### src/rtl/glatm_pkg.sv
// Shared types, constants and constant tables for the global log-average tone mapper.
// No dependencies; every other file of the block imports this package.
package glatm_pkg;

    localparam logic [1:0] MODE_START = 2'd0;
    localparam logic [1:0] MODE_STAT  = 2'd1;
    localparam logic [1:0] MODE_MAP   = 2'd2;

    localparam logic CFG_KEY   = 1'b0;
    localparam logic CFG_WHITE = 1'b1;

    localparam logic [31:0] KEY_RESET   = 32'd11796;
    localparam logic [31:0] WHITE_RESET = 32'd65536;

    localparam logic [15:0] COEF_R = 16'd13933;
    localparam logic [15:0] COEF_G = 16'd46871;
    localparam logic [15:0] COEF_B = 16'd4732;

    localparam logic [24:0] MAX_PIX = 25'd16777216;
    localparam logic [47:0] SAT48   = 48'hFFFF_FFFF_FFFF;
    // negated log2 of epsilon in Q8.16
    localparam logic signed [49:0] EPS_T = 50'sd1306235;

    typedef enum logic [1:0] {
        KIND_START,
        KIND_STAT,
        KIND_MAP
    } kind_t;

    typedef struct packed {
        kind_t       kind;
        logic [31:0] blue;
        logic [31:0] green;
        logic [31:0] red;
    } item_t;

    typedef struct packed {
        logic [31:0] key;
        logic [31:0] white;
    } cfg_t;

    typedef struct packed {
        logic        start;
        logic [63:0] num;
        logic [48:0] den;
    } div_req_t;

    typedef struct packed {
        logic        done;
        logic [63:0] quo;
        logic [48:0] rem;
    } div_rsp_t;

    typedef logic [31:0] root_tab_t [16];

    function automatic logic [63:0] isqrt64(input logic [63:0] v);
        logic [63:0] res;
        logic [63:0] bitv;
        logic [63:0] rem;
        int          i;
        res  = '0;
        bitv = 64'h4000_0000_0000_0000;
        rem  = v;
        for (i = 0; i < 32; i++) begin
            if (bitv > rem) bitv = bitv >> 2;
        end
        for (i = 0; i < 32; i++) begin
            if (bitv != 0) begin
                if (rem >= res + bitv) begin
                    rem = rem - (res + bitv);
                    res = (res >> 1) + bitv;
                end else begin
                    res = res >> 1;
                end
                bitv = bitv >> 2;
            end
        end
        return res;
    endfunction

    // successive square roots of 2.0 in Q2.30
    function automatic root_tab_t build_roots();
        root_tab_t   tab;
        logic [63:0] c;
        int          k;
        c = 64'h8000_0000;
        for (k = 0; k < 16; k++) begin
            c      = isqrt64(c << 30);
            tab[k] = c[31:0];
        end
        return tab;
    endfunction

    localparam root_tab_t ROOT_TAB = build_roots();

endpackage

### src/rtl/glatm_div.sv
// Iterative restoring divider, one quotient bit per cycle, 64-bit dividend.
// Depends on glatm_pkg for the request and response structs.
module glatm_div import glatm_pkg::*;
(
    input  logic     clk,
    input  logic     rst_n,
    input  div_req_t req,
    output div_rsp_t rsp
);

    logic        busy_reg;
    logic        done_reg;
    logic [5:0]  cnt_reg;
    logic [63:0] num_reg;
    logic [48:0] rem_reg;
    logic [48:0] den_reg;
    logic [49:0] trial;
    logic        ge;

    assign trial = {rem_reg, num_reg[63]};
    assign ge    = trial >= {1'b0, den_reg};

    always_ff @(posedge clk or negedge rst_n)
    begin
        if (!rst_n)
        begin
            busy_reg <= 1'b0;
            done_reg <= 1'b0;
            cnt_reg  <= '0;
            num_reg  <= '0;
            rem_reg  <= '0;
            den_reg  <= '0;
        end
        else
        begin
            done_reg <= 1'b0;
            if (req.start)
            begin
                busy_reg <= 1'b1;
                cnt_reg  <= '0;
                num_reg  <= req.num;
                rem_reg  <= '0;
                den_reg  <= req.den;
            end
            else if (busy_reg)
            begin
                rem_reg <= ge ? 49'(trial - {1'b0, den_reg}) : trial[48:0];
                num_reg <= {num_reg[62:0], ge};
                cnt_reg <= cnt_reg + 6'd1;
                if (cnt_reg == 6'd63)
                begin
                    busy_reg <= 1'b0;
                    done_reg <= 1'b1;
                end
            end
        end
    end

    assign rsp.done = done_reg;
    assign rsp.quo  = num_reg;
    assign rsp.rem  = rem_reg;

endmodule

### config.mk
export PLATFORM = sky130hd
export DESIGN_NAME = glatm_div
export DESIGN_NICKNAME = d
export VERILOG_FILES = /design/src/rtl/glatm_pkg.sv /design/src/rtl/glatm_div.sv
export SDC_FILE = /design/constraint.sdc
export NUM_CORES = 1
export LEC_CHECK = 0
export ABC_AREA = 1
export BUFFER_PORTS_ARGS = -buffer_cell sky130_fd_sc_hd__buf_2
export CAP_MARGIN = 20
export CORE_AREA = 2 2 200 202
export DETAILED_ROUTE_END_ITERATION = 8
export DIE_AREA = 0 0 202 204
export MAX_ROUTING_LAYER = met4
export SYNTH_ARGS = -nofsm -noshare
export SYNTH_HDL_FRONTEND = slang
export SYNTH_SLANG_ARGS = --single-unit
### constraint.sdc
create_clock -name clk -period 3.77 [get_ports clk]
set_input_delay 0.754 -clock clk [delete_from_list [all_inputs] [get_ports clk]]
set_output_delay 0.754 -clock clk [all_outputs]
set_load 0.1 [all_outputs]
==> results.toml <==
[routing]
post_drt_via_cell_ratio = 4.626
route.detailed.drc = 0
drt_iter0_drc = 733
vias = 11370
finalWirelength_mm = 39.83
drt_pre_antenna_iters = 5
wl_per_cell_um = 16.21
drt.antenna.violating_nets = 0

[sta]
final.setup_skew_ns = 0.01044
finalHoldViolations = 0
drv_slew = 0
fin_setup_tns_ns = 0
timing.final.crit_period_ns = 2.820
max_slew_margin_pct = 52.95
grt_setup_unrepaired = "false"
worst-slew-pin-transition_ns = 0.7057
final_ws_setup_ns = 0.9496
clock.fmax_mhz = 354.6
worst_hold_slack_ns = 0.3073
final-setup-viol-count = 0
final_min_period_over_clock_period_pct = 74.81

[yosys]
ys_ff_latch = 170
synth_sequential_area_ratio_pct = 36.88
ys_warn_count = 0
mean_area_per_synthesized_cell_um2 = 6.749
syn_inst = 1709
synth.distinct_cells = 38
area_of_the_mapped_netlist_mm2 = 0.01153
synth.net_count = 1876

[global_route]
antenna_found_initial = 5
grt_pass1_vias = 11560
grt_start_max_net_pins = 162
global_routing_met1_resource_utilization_pct = 25.07
grt_util_met3_pct = 4.544
busiest_metal_layer_after_global_routing = "met2"
global_route.overflow_total = 0
grt_pass1_wl_mm = 63.28
groute.layer.met2.usage_pct = 32.22
grt.total_usage_pct = 20.24

[die]
boundaryPins = 230
design.die.area_mm2 = 0.04121
start_util_pct = 29.43
placementRows = 73
die-width_um = 202
die_h_um = 204
core-area_mm2 = 0.03918

[worst_setup_path]
timing.critical_path.arrival_ns = 3.14
r2r_slack_ns = 0.95
worstSetupStartpointType = "flip-flop"
worstPathBufferInverterCount = 2
rr_startpoint = "num_reg[63]"
critical_path_start_end_classification = "reg2reg"
slowest_stage_delay_on_critical_path_ns = 0.46
worst-path-max-fanout = 50
cp_cell_sequence = "inv_1, ha_1, fa_1, inv_1, nand3_1, nand3_2, nand2_1, nand2_2, nand3b_4, nand2_4, nand2_1, nand3_1, o21ai_0"
worst_r2r_endpoint = "rem_reg[10]"
timing.critical_path.required_ns = 4.09
cp_delay_by_family_top = "simple AND/OR/NAND/NOR gates"
r2r.worst_path.cells = 13
worst_setup_path_end_kind = "flip-flop"
critPathSlowestCell = "nand2_4"

[cts]
post_cts_sizing = 0
numCtsBuffers = 17
clock_sink_count = 170
htree_num_levels = 4
postCtsSetupRepairBufs = 0
cts-root-buf = "clkbuf_16"
cts_hold_buffers = 0
worst_skew_pair.late_latency_ns = 0.45
cts_max_path_buffers = 2
cts.clk_slew.worst_paths_ns = 0.07
cts_tree = "built"

[final_layout]
largest_reg_flops = 64
final_layout_size_suffix_gt1_share_pct = 15.16
fin_nets = 2080
final_core_util_pct = 35.42
commonest_non_fill_non_tap_cell_in_the_layout = "nand2_1"
layout-area-overhead-vs-synth_pct = 20.34
mostFrequentLayoutCells = "578 x nand2_1, 330 x inv_1, 227 x buf_2"

[placed_design]
finalWeightedCongestion = 0.9463
sum_of_net_half_perimeters_after_detailed_placement_mm = 31.11
place_ws_ns = 0.9738
buffer_ports.inserted = 229

[flow_run]
cap_violations = 0

[power]
ir_drop_uv = 386.2
power.density_mw_per_mm2 = 921.7
leakage_uw = 0.007799
design_power_total_uw = 12790

[outcome]
run_status = "finished clean"

[hold_path]
min-delay-path-class = "in2async"
[metrics by stage]
stage	instance area (um^2)	std cells
2_1_floorplan	11530	1709
3_3_place_gp	13230	2419
3_5_place_dp	13230	2419
4_1_cts	13860	2451
5_1_grt	13880	2456
6_report	13880	2457
[layout make-up]
| type | instances | area [um^2] |
|---|---|---|
| diodes | 6 | 15.01 |
| clock buffers | 20 | 446.7 |
| clock inverters | 12 | 185.2 |
| fillers | 4189 | 25300 |
| inverters | 336 | 1261 |
| multi-input cells | 1148 | 5786 |
| flip-flops and latches | 170 | 4254 |
| well taps | 525 | 656.9 |
| repair buffers | 240 | 1275 |
[synthesized netlist by cell type, drive strengths merged]
cell,n,area share [%]
nand2,581,19
inv,336,11
dfrtp,170,37
nand3,128,5.6
nor2,106,3.7
o21ai,90,3.9
o221ai,61,4.6
ha,50,5.4
a21oi,49,2.2
clkbuf,40,1.3
xnor2,22,1.7
nand3b,20,1.4
buf,15,0.80
nand4,10,0.54
o21bai,9,0.59
nor3,6,0.26
a22oi,3,0.20
nor4,3,0.16
and2,2,0.11
or2,2,0.11
a21o,1,0.065
a22o,1,0.076
fa,1,0.17
o211ai,1,0.065
o21a,1,0.065
xor2,1,0.076
[cells by family after synthesis]
family | count (synthesis) | share of synthesized area, %
compound gates | 216 | 11.75
xor+xnor | 23 | 1.747
fa+ha+maj | 51 | 5.598
buf+inv | 391 | 13.04
flops | 170 | 36.88
simple gates | 858 | 30.98
[where the power goes]
group / total [uW] / switching (uW) / internal [uW]
Combinational: 8320 / 6240 / 2070
Sequential: 2530 / 319 / 2210
Clock: 1950 / 813 / 1140
[routing by layer]
layer | up-vias | wire length (um)
li1 | 5774 | -
met1 | 5185 | 17820
met2 | 357 | 18250
met3 | 49 | 2596
met4 | 0 | 1162
met5 | - | 0
[worst max-delay path by stage]
stage / start / endpoint / slack [ns] / cells past startpoint
3_5_place_dp: num_reg[63] / rem_reg[32] / 0.97 / 14
2_1_floorplan: num_reg[63] / rem_reg[3] / 0.97 / 14
6_report: num_reg[63] / rem_reg[10] / 0.95 / 13
3_3_place_gp: num_reg[63] / rem_reg[48] / 1.0 / 14
5_1_grt: num_reg[63] / rem_reg[32] / 0.68 / 14
4_1_cts: num_reg[63] / rem_reg[32] / 0.93 / 14
(Power assumes the default switching activity.)
