[src/rtl/glatm_pkg.sv]
// Shared types, constants and constant tables for the global log-average tone mapper.
// No dependencies; every other file of the block imports this package.
package glatm_pkg;

    localparam logic [1:0] MODE_START = 2'd0;
    localparam logic [1:0] MODE_STAT  = 2'd1;
    localparam logic [1:0] MODE_MAP   = 2'd2;

    localparam logic CFG_KEY   = 1'b0;
    localparam logic CFG_WHITE = 1'b1;

    localparam logic [31:0] KEY_RESET   = 32'd11796;
    localparam logic [31:0] WHITE_RESET = 32'd65536;

    localparam logic [15:0] COEF_R = 16'd13933;
    localparam logic [15:0] COEF_G = 16'd46871;
    localparam logic [15:0] COEF_B = 16'd4732;

    localparam logic [24:0] MAX_PIX = 25'd16777216;
    localparam logic [47:0] SAT48   = 48'hFFFF_FFFF_FFFF;
    // negated log2 of epsilon in Q8.16
    localparam logic signed [49:0] EPS_T = 50'sd1306235;

    typedef enum logic [1:0] {
        KIND_START,
        KIND_STAT,
        KIND_MAP
    } kind_t;

    typedef struct packed {
        kind_t       kind;
        logic [31:0] blue;
        logic [31:0] green;
        logic [31:0] red;
    } item_t;

    typedef struct packed {
        logic [31:0] key;
        logic [31:0] white;
    } cfg_t;

    typedef struct packed {
        logic        start;
        logic [63:0] num;
        logic [48:0] den;
    } div_req_t;

    typedef struct packed {
        logic        done;
        logic [63:0] quo;
        logic [48:0] rem;
    } div_rsp_t;

    typedef logic [31:0] root_tab_t [16];

    function automatic logic [63:0] isqrt64(input logic [63:0] v);
        logic [63:0] res;
        logic [63:0] bitv;
        logic [63:0] rem;
        int          i;
        res  = '0;
        bitv = 64'h4000_0000_0000_0000;
        rem  = v;
        for (i = 0; i < 32; i++) begin
            if (bitv > rem) bitv = bitv >> 2;
        end
        for (i = 0; i < 32; i++) begin
            if (bitv != 0) begin
                if (rem >= res + bitv) begin
                    rem = rem - (res + bitv);
                    res = (res >> 1) + bitv;
                end else begin
                    res = res >> 1;
                end
                bitv = bitv >> 2;
            end
        end
        return res;
    endfunction

    // successive square roots of 2.0 in Q2.30
    function automatic root_tab_t build_roots();
        root_tab_t   tab;
        logic [63:0] c;
        int          k;
        c = 64'h8000_0000;
        for (k = 0; k < 16; k++) begin
            c      = isqrt64(c << 30);
            tab[k] = c[31:0];
        end
        return tab;
    endfunction

    localparam root_tab_t ROOT_TAB = build_roots();

endpackage

[src/rtl/glatm_front.sv]
// Input side: accepts stream requests, classifies the mode and queues work items.
// Depends on glatm_pkg for item_t and the mode codes.
module glatm_front import glatm_pkg::*;
(
    input  logic        clk,
    input  logic        rst_n,
    input  logic        s_tvalid,
    output logic        s_tready,
    input  logic [95:0] s_tdata,   // blue, green, red
    input  logic [1:0]  s_tuser,   // mode
    output logic        q_valid,
    output item_t       q_item,
    input  logic        q_pop
);

    item_t      fifo_reg [2];
    logic       wr_ptr_reg;
    logic       rd_ptr_reg;
    logic [1:0] count_reg;
    logic       keep;
    kind_t      kind;
    logic       push;

    always_comb
    begin
        keep = 1'b1;
        kind = KIND_MAP;
        case (s_tuser)
            MODE_START: kind = KIND_START;
            MODE_STAT:  kind = KIND_STAT;
            MODE_MAP:   kind = KIND_MAP;
            default:    keep = 1'b0;
        endcase
    end

    assign s_tready = count_reg != 2'd2;
    assign push     = s_tvalid && s_tready && keep;
    assign q_valid  = count_reg != 2'd0;
    assign q_item   = fifo_reg[rd_ptr_reg];

    always_ff @(posedge clk or negedge rst_n)
    begin
        if (!rst_n)
        begin
            wr_ptr_reg <= 1'b0;
            rd_ptr_reg <= 1'b0;
            count_reg  <= '0;
        end
        else
        begin
            if (push)
            begin
                fifo_reg[wr_ptr_reg] <= '{kind, s_tdata[31:0], s_tdata[63:32], s_tdata[95:64]};
                wr_ptr_reg <= ~wr_ptr_reg;
            end
            if (q_pop) rd_ptr_reg <= ~rd_ptr_reg;
            count_reg <= count_reg + {1'b0, push} - {1'b0, q_pop};
        end
    end

endmodule

[config.mk]
export PLATFORM = sky130hd
export DESIGN_NAME = glatm_front
export DESIGN_NICKNAME = d
export VERILOG_FILES = /design/src/rtl/glatm_pkg.sv /design/src/rtl/glatm_front.sv
export SDC_FILE = /design/constraint.sdc
export NUM_CORES = 1
export LEC_CHECK = 0
export ABC_AREA = 1
export BUFFER_PORTS_ARGS = -buffer_cell sky130_fd_sc_hd__buf_2
export CAP_MARGIN = 10
export CORE_UTILIZATION = 35
export DETAILED_ROUTE_END_ITERATION = 10
export GPL_TIMING_DRIVEN = 0
export PLACE_DENSITY = 0.68
export SLEW_MARGIN = 15
export SYNTH_ARGS = -nofsm -noshare
export SYNTH_HDL_FRONTEND = slang
export SYNTH_SLANG_ARGS = --single-unit
[constraint.sdc]
create_clock -name clk -period 11.7 [get_ports clk]
set_input_delay 3.51 -clock clk [delete_from_list [all_inputs] [get_ports clk]]
set_output_delay 3.51 -clock clk [all_outputs]
set_load 0.01 [all_outputs]
==> metrics.md <==
| Metric | Value |
|---|---|
| Status | `finished clean` |
| Design area | `0.00976 mm²` |
| Max reg flops | `approximately 200` |
| Average size of a mapped cell | `14.0 µm²` |
| Hold EP | `count_reg[0]$_DFF_PN0_` |
| Slew HR | `0.678` |
| Setup TNS | `0 ns` |
| First-pass GRT wire length | `22800 µm` |
| Num rows | `53` |
| Layout cell share with drive strength beyond 1 | `0.352` |
| Post-CTS Setup Inserts | `0` |
| Final GP Congestion | `0.725` |
| IO buf count | `201` |
| CP Max Fanout | `10` |
| Chip width | `150 µm` |
| Drt pass-1 iters | `4` |
| HP Class | `flop to flop` |
| Clock skew | `0.00635 ns` |
| Hold_buf cts | `0` |
| Mapped Area | `0.00762 mm²` |
| H-tree levels | `4` |
| Clock Latency Late Sink | `0.42 ns` |
| Post-synth cell types | `15` |
| Initial antenna violation count | `0` |
| FF-to-FF path depth | `6` |
| Finish-stage setup viols | `0` |
| Worst Path Arrival | `1.64 ns` |
| Fmax | `194 MHz` |
| Worst hold path cell count | `1` |
| #FFs+latches synth | `200` |
| R2r setup slk | `9.57 ns` |
| WL/cell | `~14 µm` |
| CTS Buffer Depth | `2` |
| Area delta synth->final | `28.0%` |
| Final Hold Fails | `0` |
| Final critical-path share of the clock period | `0.440` |
| Crit path time final | `5.15 ns` |
| Total Wirelength | `15400 µm` |
| GRT overflow | `0` |
| Post-layout util | `0.460` |
| Via count | `about 4600` |
| Hold Crit Start | `count_reg[0]$_DFF_PN0_` |
| Sequential-to-total area share from yosys stat | `0.785` |
| Iter 0 DRT Violations | `142` |
| Max_cap viols | `0` |
| Filler cell count | `1910` |
| Reg-to-reg endpoint | `fifo_reg[0][87]$_DFFE_PP_` |
| TritonCTS Buffers | `17` |
| Final HPWL DP | `10800 µm` |
| I/O pin cnt | `202` |
| Slew Viols, Final | `0` |
| Most common cell after layout, fill and taps aside | `buf_2` |
| Antenna Violating Nets Remaining | `0` |
| Critical path endpoint category | `output pin` |
| Starting Density | `0.359` |
| Post-Place Setup Slack | `6.30 ns` |
| DRC | `0` |
| Crit path launch type | `flop` |
| Tot GR Track Use | `0.138` |
| Die area | `0.0224 mm²` |
| WS Path Type | `flop to output pin` |
| Antenna diodes | `0` |
| Core Footprint | `0.0212 mm²` |
| TritonCTS clock tree | `built` |
| Layout net count | `a little under 900` |
| CTS clk-pin slew, worst paths | `0.07 ns` |
| Hold slack | `~0.50 ns` |
| RSZ-0062 raised after global routing | `false` |
| # clock sinks | `200` |
| Cell Pwr Density | `219 mW/mm²` |
| Worst r2r src | `count_reg[1]$_DFF_PN0_` |
| Most frequent cells in the layout | `201 x buf_2, 196 x edfxtp_1, 108 x nand2_1, 105 x inv_1, 65 x o21ai_0` |
| Clk Tree Root Cell | `clkbuf_16` |
| Vias in the first global route | `4502` |
| Resized Gates After CTS | `0` |
| Worst Path Required | `8.19 ns` |
| Worst setup margin | `6.55 ns` |
| Yosys warning count | `0` |
| Largest net degree at the start of global routing | `28` |
| Placed cell area | `0.00917 mm²` |
| Worst-Margin Slew | `0.484 ns` |
| Leakage | `0.00409 µW` |
| Cells after Synth | `approximately 540` |
| Worst VDD drop | `around 0.00011 V` |
| DIE HEIGHT | `150 µm` |
| Vias per inst | `4.35` |
| Syn_nets | `648` |
stage by stage:
step,cells,total power [µW]
floorplan,544,1290
global placement,1020,1580
detailed placement,1028,1590
CTS,1060,2180
global route,1060,2260
finish,1060,2140
cell usage after synthesis:
library cell / n / share of area
ha_1: 2 / 0.0033
nor2_1: 3 / 0.0015
edfxtp_1: 196 / 0.77
xor2_1: 1 / 0.0011
buf_4: 3 / 0.0030
o21ai_0: 65 / 0.043
o21ai_1: 10 / 0.0066
nand4_1: 2 / 0.0016
nand3_1: 2 / 0.0013
o21ai_2: 23 / 0.026
clkbuf_1: 7 / 0.0034
inv_1: 105 / 0.052
dfrtp_1: 4 / 0.013
nand2_1: 108 / 0.053
buf_6: 13 / 0.019
worst max path at each step:
stage / from / to / slack [ns]
detailed placement: s_tuser[1] / fifo_reg[0][94]$_DFFE_PP_ / 6.30
global placement: s_tuser[1] / fifo_reg[0][94]$_DFFE_PP_ / 0.60
global route: rd_ptr_reg$_DFFE_PN0P_ / q_item[24] / 6.37
finish: rd_ptr_reg$_DFFE_PN0P_ / q_item[64] / 6.55
floorplan: s_tuser[1] / fifo_reg[0][0]$_DFFE_PP_ / 3.34
CTS: rd_ptr_reg$_DFFE_PN0P_ / q_item[64] / 6.48
power by group:
group          switching [µW]  internal [µW]  leakage, µW
combinational             415            257      0.00198
sequential               17.0            867      0.00183
clock                     244            336     0.000278
total                     676           1460      0.00409
routing by layer:
metal	routed length, µm	track usage
met1	6420	0.163
met2	7570	0.233
met3	1240	0.0512
met4	119	0.0413
met5	0	0
cell families after synthesis:
family | count (synthesis) | synth area share
AOI/OAI and AO/OA | 98 | 0.0756
xor gates and xnor gates | 1 | 0.00115
adders and majority gates | 2 | 0.00328
buffers and inverters | 128 | 0.0773
DFF | 200 | 0.785
and+or+nand+nor | 115 | 0.0576
worst max-delay path, cell delays in order (launching register included):
cell      delay, ns
dfrtp_1        0.34
buf_6          0.14
clkbuf_1       0.40
o21ai_0        0.18
buf_2          0.17
cell type report:
type / instances / area (µm²) / area share
Multi-Input combinational cell: 216 / 1060 / 0.109
Sequential cell: 200 / 5990 / 0.613
Tap cell: 275 / 344 / 0.0353
Timing Repair Buffer: 209 / 1190 / 0.122
Inverter: 105 / 394 / 0.0404
Buffer: 23 / 195 / 0.0200
Clock inverter: 12 / 148 / 0.0151
Clock buffer: 20 / 437 / 0.0448
Note: power is estimated with default switching activity, not from simulation.
